$ cat src/rtl/core/pvd_pkg.sv
package pvd_pkg;

    localparam int WORD_W  = 64;
    localparam int VALUE_W = 61;
    localparam int LEN_W   = 4;
    localparam int BYTE_W  = 8;
    localparam int TDATA_IN_W  = 8;
    localparam int TDATA_OUT_W = 72;

    localparam logic [LEN_W-1:0] LEN_IDLE = 4'd0;
    localparam logic [LEN_W-1:0] LEN_1    = 4'd1;
    localparam logic [LEN_W-1:0] LEN_2    = 4'd2;
    localparam logic [LEN_W-1:0] LEN_4    = 4'd4;
    localparam logic [LEN_W-1:0] LEN_8    = 4'd8;

    localparam logic [VALUE_W-1:0] OFFSET_1 = 61'd0;
    localparam logic [VALUE_W-1:0] OFFSET_2 = 61'd64;
    localparam logic [VALUE_W-1:0] OFFSET_4 = 61'd8256;
    localparam logic [VALUE_W-1:0] OFFSET_8 = 61'd268443712;

    typedef struct packed {
        logic [WORD_W-1:0] word;
        logic [LEN_W-1:0]  len;
    } t_code_word;

endpackage

$ cat src/rtl/core/pvd_assembler.sv
module pvd_assembler (
    input  logic                       i_clk,
    input  logic                       i_rst_n,
    input  logic                       i_valid,
    output logic                       o_ready,
    input  logic [pvd_pkg::BYTE_W-1:0] i_byte,
    output logic                       o_valid,
    input  logic                       i_ready,
    output pvd_pkg::t_code_word        o_code
);

    logic [pvd_pkg::LEN_W-1:0]  r_exp_len, n_exp_len;
    logic [pvd_pkg::LEN_W-1:0]  r_count, n_count;
    logic [pvd_pkg::WORD_W-1:0] r_word, n_word;
    logic                       r_valid, n_valid;
    pvd_pkg::t_code_word        r_code, n_code;

    logic                       w_accept;
    logic [pvd_pkg::BYTE_W-1:0] w_pre;
    logic [pvd_pkg::LEN_W-1:0]  w_pre_len;
    logic [pvd_pkg::LEN_W-1:0]  w_count_inc;
    logic [pvd_pkg::WORD_W-1:0] w_shifted;

    assign o_ready  = !r_valid || i_ready;
    assign w_accept = i_valid && o_ready;
    assign o_valid  = r_valid;
    assign o_code   = r_code;

    assign w_pre       = i_byte[7] ? ~i_byte : i_byte;
    assign w_count_inc = r_count + 4'd1;
    assign w_shifted   = {r_word[pvd_pkg::WORD_W-pvd_pkg::BYTE_W-1:0], i_byte};

    always_comb begin
        priority if (w_pre[6:4] == 3'b111) begin
            w_pre_len = pvd_pkg::LEN_8;
        end else if (w_pre[6:5] == 2'b11) begin
            w_pre_len = pvd_pkg::LEN_4;
        end else if (w_pre[6]) begin
            w_pre_len = pvd_pkg::LEN_2;
        end else begin
            w_pre_len = pvd_pkg::LEN_1;
        end
    end

    always_comb begin
        n_exp_len = r_exp_len;
        n_count   = r_count;
        n_word    = r_word;
        n_valid   = r_valid && !i_ready;
        n_code    = r_code;
        if (w_accept) begin
            if (r_exp_len == pvd_pkg::LEN_IDLE) begin
                if (w_pre_len == pvd_pkg::LEN_1) begin
                    n_valid     = 1'b1;
                    n_code.word = {{(pvd_pkg::WORD_W-pvd_pkg::BYTE_W){1'b0}}, i_byte};
                    n_code.len  = pvd_pkg::LEN_1;
                end else begin
                    n_exp_len = w_pre_len;
                    n_count   = 4'd1;
                    n_word    = {{(pvd_pkg::WORD_W-pvd_pkg::BYTE_W){1'b0}}, i_byte};
                end
            end else if (w_count_inc >= r_exp_len) begin
                n_valid     = 1'b1;
                n_code.word = w_shifted;
                n_code.len  = r_exp_len;
                n_exp_len   = pvd_pkg::LEN_IDLE;
                n_count     = 4'd0;
                n_word      = '0;
            end else begin
                n_count = w_count_inc;
                n_word  = w_shifted;
            end
        end
    end

    always_ff @(posedge i_clk) begin
        if (!i_rst_n) begin
            r_exp_len <= pvd_pkg::LEN_IDLE;
            r_count   <= 4'd0;
            r_word    <= '0;
            r_valid   <= 1'b0;
        end else begin
            r_exp_len <= n_exp_len;
            r_count   <= n_count;
            r_word    <= n_word;
            r_valid   <= n_valid;
        end
        r_code <= n_code;
    end

endmodule

$ cat src/rtl/core/pvd_decoder.sv
module pvd_decoder (
    input  logic                        i_clk,
    input  logic                        i_rst_n,
    input  logic                        i_valid,
    output logic                        o_ready,
    input  pvd_pkg::t_code_word         i_code,
    output logic                        o_valid,
    input  logic                        i_ready,
    output logic [pvd_pkg::VALUE_W-1:0] o_value,
    output logic [pvd_pkg::LEN_W-1:0]   o_len
);

    logic                        r_valid, n_valid;
    logic [pvd_pkg::VALUE_W-1:0] r_value, n_value;
    logic [pvd_pkg::LEN_W-1:0]   r_len, n_len;

    logic [pvd_pkg::VALUE_W-1:0] w_payload;
    logic [pvd_pkg::VALUE_W-1:0] w_fill;
    logic [pvd_pkg::VALUE_W-1:0] w_offset;
    logic                        w_neg;

    assign o_ready = !r_valid || i_ready;
    assign o_valid = r_valid;
    assign o_value = r_value;
    assign o_len   = r_len;

    always_comb begin
        unique case (i_code.len)
            pvd_pkg::LEN_1: begin
                w_payload = {55'd0, i_code.word[5:0]};
                w_fill    = {{55{1'b1}}, 6'd0};
                w_offset  = pvd_pkg::OFFSET_1;
                w_neg     = i_code.word[7];
            end
            pvd_pkg::LEN_2: begin
                w_payload = {48'd0, i_code.word[12:0]};
                w_fill    = {{48{1'b1}}, 13'd0};
                w_offset  = pvd_pkg::OFFSET_2;
                w_neg     = i_code.word[15];
            end
            pvd_pkg::LEN_4: begin
                w_payload = {33'd0, i_code.word[27:0]};
                w_fill    = {{33{1'b1}}, 28'd0};
                w_offset  = pvd_pkg::OFFSET_4;
                w_neg     = i_code.word[31];
            end
            default: begin
                w_payload = {2'd0, i_code.word[58:0]};
                w_fill    = {2'b11, 59'd0};
                w_offset  = pvd_pkg::OFFSET_8;
                w_neg     = i_code.word[63];
            end
        endcase
    end

    always_comb begin
        n_valid = r_valid && !i_ready;
        n_value = r_value;
        n_len   = r_len;
        if (i_valid && o_ready) begin
            n_valid = 1'b1;
            n_len   = i_code.len;
            n_value = w_neg ? ((w_payload | w_fill) - w_offset) : (w_payload + w_offset);
        end
    end

    always_ff @(posedge i_clk) begin
        if (!i_rst_n) begin
            r_valid <= 1'b0;
        end else begin
            r_valid <= n_valid;
        end
        r_value <= n_value;
        r_len   <= n_len;
    end

endmodule

$ cat src/rtl/core/prefix_varint_stream_decoder_core.sv
// A word's result is registered first in the assembler's code register, then in the decoder's output register.
// Throughput: one byte per cycle while the output is not stalled; the assembler and decoder stages each hold one word.
// A word of N bytes takes N input transactions and yields one output transaction.
// Reset: synchronous, active low; clears the word state and both stage valid flags.
module prefix_varint_stream_decoder_core (
    input  logic                                i_clk,
    input  logic                                i_rst_n,
    input  logic                                i_s_tvalid,
    output logic                                o_s_tready,
    input  logic [pvd_pkg::TDATA_IN_W-1:0]      i_s_tdata,  // [7:0] data_byte
    output logic                                o_m_tvalid,
    input  logic                                i_m_tready,
    output logic [pvd_pkg::TDATA_OUT_W-1:0]     o_m_tdata   // [60:0] decoded_value,
                                                            // [64:61] code_length, [71:65] zero
);

    logic                        w_code_valid;
    logic                        w_code_ready;
    pvd_pkg::t_code_word         w_code;
    logic [pvd_pkg::VALUE_W-1:0] w_value;
    logic [pvd_pkg::LEN_W-1:0]   w_len;

    pvd_assembler u_pvd_assembler (
        .i_clk   (i_clk),
        .i_rst_n (i_rst_n),
        .i_valid (i_s_tvalid),
        .o_ready (o_s_tready),
        .i_byte  (i_s_tdata[7:0]),
        .o_valid (w_code_valid),
        .i_ready (w_code_ready),
        .o_code  (w_code)
    );

    pvd_decoder u_pvd_decoder (
        .i_clk   (i_clk),
        .i_rst_n (i_rst_n),
        .i_valid (w_code_valid),
        .o_ready (w_code_ready),
        .i_code  (w_code),
        .o_valid (o_m_tvalid),
        .i_ready (i_m_tready),
        .o_value (w_value),
        .o_len   (w_len)
    );

    assign o_m_tdata = {7'd0, w_len, w_value};

endmodule

$ cat config.mk
export PLATFORM = sky130hd
export DESIGN_NAME = prefix_varint_stream_decoder_core
export DESIGN_NICKNAME = d
export VERILOG_FILES = /design/src/rtl/core/pvd_pkg.sv /design/src/rtl/core/pvd_assembler.sv /design/src/rtl/core/pvd_decoder.sv /design/src/rtl/core/prefix_varint_stream_decoder_core.sv
export SDC_FILE = /design/constraint.sdc
export NUM_CORES = 1
export LEC_CHECK = 0
export BUFFER_PORTS_ARGS = -buffer_cell sky130_fd_sc_hd__buf_2
export CORE_AREA = 2 2 159 161
export CTS_CLUSTER_DIAMETER = 60
export CTS_CLUSTER_SIZE = 24
export DETAILED_ROUTE_END_ITERATION = 12
export DIE_AREA = 0 0 161 163
export REMOVE_ABC_BUFFERS = 1
export SETUP_SLACK_MARGIN = 0.05
export SYNTH_ARGS = -nofsm -noshare
export SYNTH_HDL_FRONTEND = slang
export SYNTH_SLANG_ARGS = --single-unit
$ cat constraint.sdc
create_clock -name i_clk -period 6.2 [get_ports i_clk]
set_input_delay 0.93 -clock i_clk [delete_from_list [all_inputs] [get_ports i_clk]]
set_output_delay 0.93 -clock i_clk [all_outputs]
set_load 0.005 [all_outputs]
Yosys cells after proc, flatten, opt, wreduce, memory -nomap -nowiden. Index checks and enable logic that the tools add are counted.

Add/sub/neg operators: 3. $mul: 0. Divide/modulo/power cells: 0. Magnitude comparators: 1. Equality and inequality tests: 8. Shifts and indexed selects: 0. Muxes and demuxes: 26. Bitwise logic cells: 2. Reductions and logical operators: 15.

Operators with widths (number): $pmux W59 S3 (2); $mux W68 (3); $mux W56 (3); $pmux W29 S3 (1); $mux W61 (1); $or A59 B61 Y61 (1); $sub A61 B29 Y61 (1); $add A59 B29 Y60 (1); $mux W4 (8); $eq A4 B1 Y1 const B (2); $mux W7 (1); $not A7 Y7 (1); $reduce_and A3 Y1 (2); $mux W1 (5); $add A4 B1 Y4 const B (1); $eq A4 B2 Y1 const B (1); $eq A4 B3 Y1 const B (1); $ge A4 B4 Y1 (1); $logic_and A1 B1 Y1 (4); $logic_not A1 Y1 (4); $logic_not A4 Y1 (1); $ne A2 B2 Y1 const B (2); $eq A3 B3 Y1 const B (1); $pmux W1 S3 (1); 5 further kinds (6).

Flip-flop bits (word level): 199. Bits in latches: 0. Memory bits (writable): 0. ROM bits: 0. Bits of input ports: 12. Output and inout bits: 74. Logic and storage cells: 64. Memories: 0.

Depth between registers and ports, before layout.
Depth in word-level cells: 9. Depth in mapped cells: 15. Mapped depth without buffers: 12.

Cells and area by module. Synthesis repeated with hierarchy kept, for this count alone.

Cell total of the unflattened synthesis: 957. Area total of the unflattened synthesis: 10327.4 um2.

Modules (own cells, without submodules): pvd_decoder (times used 1, cells each 617, area each 5485.3 um2); pvd_assembler (times used 1, cells each 332, area each 4785.8 um2); prefix_varint_stream_decoder_core (times used 1, cells each 8, area each 56.3 um2).

Worst setup path before layout. No wires, ideal clock.

Kind: in2reg. Start: in i_s_tdata[7] (netlist bit). End: reg u_pvd_assembler.r_code, in the netlist u_pvd_assembler.o_code[0], enable pin. Library setup time: 567 ps. Arrival: 5860 ps. Required time: 5633 ps. Setup slack: -227 ps. Stages on the path: 4. Path buffers: 1. Path through: clkbuf_1 -> xnor2_1 -> nor2_1 -> nor3_1.

Cells in the longest elaborated chain, start to end: 7.

RTL lines: start: declaration (line prefix_varint_stream_decoder_core.sv:10) `input logic [pvd_pkg::TDATA_IN_W-1:0] i_s_tdata,`; $mux W7 * (line pvd_assembler.sv:29) `assign w_pre = i_byte[7] ? ~i_byte : i_byte;`; $eq A2 B2 Y1 / $mux W2 (equally long branches) (line pvd_assembler.sv:36, pvd_assembler.sv:38); $mux W4 (line pvd_assembler.sv:36) `end else if (w_pre[6:5] == 2'b11) begin`; $mux W4 * (line pvd_assembler.sv:34) `priority if (w_pre[6:4] == 3'b111) begin`; $eq A4 B1 Y1 * (line pvd_assembler.sv:53) `if (w_pre_len == pvd_pkg::LEN_1) begin`; $ne A2 B2 Y1 (no source line) *; $reduce_and A3 Y1 (no source line) *; end signal: assignment (line pvd_assembler.sv:88) `r_code <= n_code;`; end: declaration (line pvd_assembler.sv:16) `pvd_pkg::t_code_word r_code, n_code;`.

Mark *: on every way between the ends. The rest lies on a longest branch, timed or not. A chain may end at the register's enable or synchronous reset.

Final worst setup path.
Start: reg u_pvd_assembler.r_code, in the netlist u_pvd_assembler.o_code[1]. End: reg u_pvd_decoder.r_value, in the netlist u_pvd_decoder.o_value[54] (data pin).

Cells in the longest elaborated chain, start to end: 5.

RTL lines: $eq A4 B3 Y1 (tied with other cells) (line pvd_decoder.sv:28) `unique case (i_code.len)`; $pmux W59 S3 (line pvd_decoder.sv:28); $or A59 B61 Y61 (line pvd_decoder.sv:63) `n_value = w_neg ? ((w_payload | w_fill) - w_offset) : (w_payload + w_offset);`; $sub A61 B29 Y61 (line pvd_decoder.sv:63); $mux W61 * (line pvd_decoder.sv:63); end signal: assignment (line pvd_decoder.sv:73) `r_value <= n_value;`; end: declaration (line pvd_decoder.sv:14) `logic [pvd_pkg::VALUE_W-1:0] r_value, n_value;`.

Marked as above.

==> reports/results.tsv <==
stage	metric	value	unit
placed_design	Setup WS pre-CTS	1823	ps
critical_path	worst r2r src	u_pvd_assembler.o_code[1]$_SDFFCE_PP0P_	
cts	Clk Latency, worst-skew pair	450	ps
global_route	first-pass GRT wire length	43.08	mm
critical_path	critical path class	reg -> reg	
timing	WHS	425.1	ps
global_route	met2 Resource Use GR	30.45	%
global_route	total gr overflow	0	
floorplan	die height	163	um
cts	# H-tree levels	4	
synthesis	Synth cell types	83	
job	max-cap violation count	0	
cts	Worst-path clk slew	80	ps
global_route	Total GRT Usage	20.76	%
critical_path	r2r worst-path depth	11	
drt	1st-pass router iterations	5	
timing	RSZ-0062 raised after global routing	no	
global_route	met1 global-route usage	30.25	%
global_route	M3 GR Usage	4.329	%
drt	initial detailed-routing violation count	666	
drt	DR vias/cell	5.974	
timing	worst-margin pin slew	1208	ps
drt	drt total wl	27.02	mm
power_and_ir_drop	PD cells	278.9	nW/um^2
synthesis	register bit total from synthesis	191	
critical_path	Arr. time, crit path	4710	ps
final_layout	area grow syn2layout	12.17	%
cts	Root Buffer	clkbuf_16	
power_and_ir_drop	Leak Pwr	0.003909	uW
synthesis	Post-synth EDFFs	129	
status	status	completed	
critical_path	Data required, critical path	6350	ps
floorplan	Die X	161	um
synthesis	post-synthesis async set-or-reset flop share	0	%
synthesis	syn_area_per_cell	9.984	sq um
cts	CTS buffer count	17	
critical_path	crit path from	u_pvd_assembler.o_code[1]$_SDFFCE_PP0P_	
timing	final number of max-transition violations	0	
worst_hold_path	hold path depth	0	
timing	max frequency	219.3	MHz
cts	total clock sinks	191	
synthesis	Mapped Area	10130	sq um
power_and_ir_drop	VDD IR max	0.1956	mV
floorplan	Core Area	24670	sq um
critical_path	crit end category	flop	
timing	Worst Slack Setup Final	1640	ps
synthesis	predominant post-synthesis flop cell	edfxtp_1	
critical_path	Startpoint Class	flop	
critical_path	Worst Path Max Fanout	14	
timing	minimum clock period	4560	ps
timing	final-report setup violation count	0	
cts	CTS tree	yes	
floorplan	row cnt	58	
final_layout	share of layout cells above drive strength 1	14.19	%
global_route	initial antenna violation count	0	
floorplan	die area	26240	sq um
global_route	Top Usage Layer GRT	met2	
synthesis	yosys warns	0	
worst_hold_path	Hold Path Class	reg -> reg	
timing	final hold violations	0	
global_route	vias in the first global route	7697	
final_layout	# diodes	0	
drt	Routed Antenna Nets	0	
floorplan	I/O pin count	86	
placed_design	final estimated routing congestion in global placement	0.8864	
cts	postcts setup bufs	0	
synthesis	register area share after synthesis	50.48	%
worst_hold_path	min-delay src	u_pvd_assembler.o_code[6]$_DFFE_PP_	
timing	fraction of the cycle the final worst path needs	73.54	%
placed_design	Detailed Place HPWL	18.36	mm
drt	Post-route DRC	0	
cts	cts hold-fix bufs	0	
drt	DR vias	8286	
timing	Setup Skew	22.11	ps
synthesis	Post-Syn Instances	1015	
drt	WL/cell	19.48	um
final_layout	Nets	1066	
global_route	largest net degree at the start of global routing	77	
placed_design	Port Buffer Count	78	
timing	Max-slew headroom	19.18	%
cts	Max Root-Sink Buffers	2	
cts	# resized after CTS	0	
floorplan	Initial Util	41.07	%
timing	setup TNS	0	ps
## cells by family after synthesis
kind of cell	after synthesis	synth area share, %
adders and majority gates	10	1.235
and+or+nand+nor	407	22.26
xor gates and xnor gates	15	1.296
buffers and inverters	97	3.951
DFF	191	50.48
AOI/OAI and AO/OA	287	20.04
other	1	0.03701
muxes	7	0.7038
## flip-flops by register name, summed over array words and instances, names as in the netlist
register,cells
u_pvd_assembler.o_code,64
u_pvd_assembler.r_exp_len,4
u_pvd_decoder.o_value,61
u_pvd_assembler.r_count,4
u_pvd_decoder.o_valid,1
u_pvd_assembler.r_word,52
u_pvd_assembler.o_valid,1
u_pvd_decoder.o_len,4
## cells in the mapped netlist, types with 6 or more instances
library cell | count | share of area [%]
xor2_1 | 8 | 0.69
or2_2 | 9 | 0.56
xnor2_1 | 7 | 0.61
o32ai_1 | 6 | 0.52
inv_1 | 11 | 0.41
mux2i_1 | 6 | 0.59
nor4_1 | 28 | 1.7
nand4_1 | 17 | 1.0
nor2_1 | 47 | 1.7
nand2b_1 | 8 | 0.49
clkbuf_1 | 70 | 2.6
nor2b_1 | 59 | 3.6
o21ai_0 | 50 | 2.5
dfxtp_1 | 62 | 12
a22oi_1 | 60 | 4.4
nor3_1 | 26 | 1.3
nand2_1 | 64 | 2.4
a21oi_1 | 43 | 2.1
o41ai_1 | 8 | 0.69
or3_1 | 8 | 0.49
and3_1 | 14 | 0.86
a31oi_1 | 8 | 0.49
edfxtp_1 | 129 | 38
a21o_1 | 9 | 0.67
and2_1 | 59 | 3.6
nand3_1 | 35 | 1.7
or4_1 | 9 | 0.67
a211oi_1 | 9 | 0.67
buf_4 | 7 | 0.52
o31ai_1 | 10 | 0.74
ha_1 | 10 | 1.2
o22ai_1 | 7 | 0.43
o211ai_1 | 12 | 0.89
## layout make-up
cell class	instances	area, sq um
multi-input cells	733	4669
inverters	14	52.55
repair buffers	87	457.9
well taps	330	412.9
flip-flops and latches	191	5115
fillers	2342	13310
clock inverters	14	209.0
clock buffers	18	450.4
## cell usage in the layout, fill, tap and decap left out, drive strengths merged, types with 12 or more instances in the layout
master	synthesis	final
nor4	28	28
edfxtp	129	129
buf	13	87
nand4	17	17
a21oi	43	43
clkbuf	70	18
nor3	26	26
a22oi	60	60
and2	60	60
o211ai	12	12
nand3	35	35
nor2b	59	59
dfxtp	62	62
o21ai	52	52
nor2	47	47
and3	15	15
inv	12	22
nand2	64	64
## stage by stage
stage | total power, uW | area [sq um] | cells | utilization (%)
after detailed placement | 1997 | 10710 | 1355 | 43.40
after global routing | 3295 | 11370 | 1387 | 46.07
final | 3170 | 11370 | 1387 | 46.07
after global placement | 1999 | 10710 | 1355 | 43.40
after CTS | 3186 | 11370 | 1387 | 46.07
after floorplan | 1824 | 9808 | 938 | -
## metal layers
| metal | vias up | routed length [um] |
|---|---|---|
| li1 | 3926 | - |
| met1 | 3982 | 12660 |
| met2 | 334 | 11810 |
| met3 | 44 | 1884 |
| met4 | 0 | 669 |
| met5 | - | 0 |
## worst paths after layout
| path | end | slack [ps] |
|---|---|---|
| setup / recovery | u_pvd_decoder.o_value[54]$_DFFE_PP_ | 1640 |
| hold / removal | u_pvd_decoder.o_value[2]$_DFFE_PP_ | 430 |
| setup reg to reg | u_pvd_decoder.o_value[54]$_DFFE_PP_ | 1640 |
| hold reg to reg | u_pvd_decoder.o_value[2]$_DFFE_PP_ | 430 |
## critical path, cell delays in order, from the launching register on
cell,delay (ps)
edfxtp_1,530
xor2_1,240
nand2_1,340
and2_1,300
ha_1,300
nand2_1,70
o41a_1,500
o41ai_1,900
nand2_1,430
o41ai_1,440
a31o_2,150
o41ai_1,60
## power breakdown
part           total, uW  internal, uW  leakage, uW  switching [uW]
Clock               1200           595     0.000318             600
Combinational        454           154      0.00187             299
Sequential          1520          1450      0.00173            73.4
Total               3170          2200      0.00391             973
Note: power is estimated with default switching activity, not from simulation.
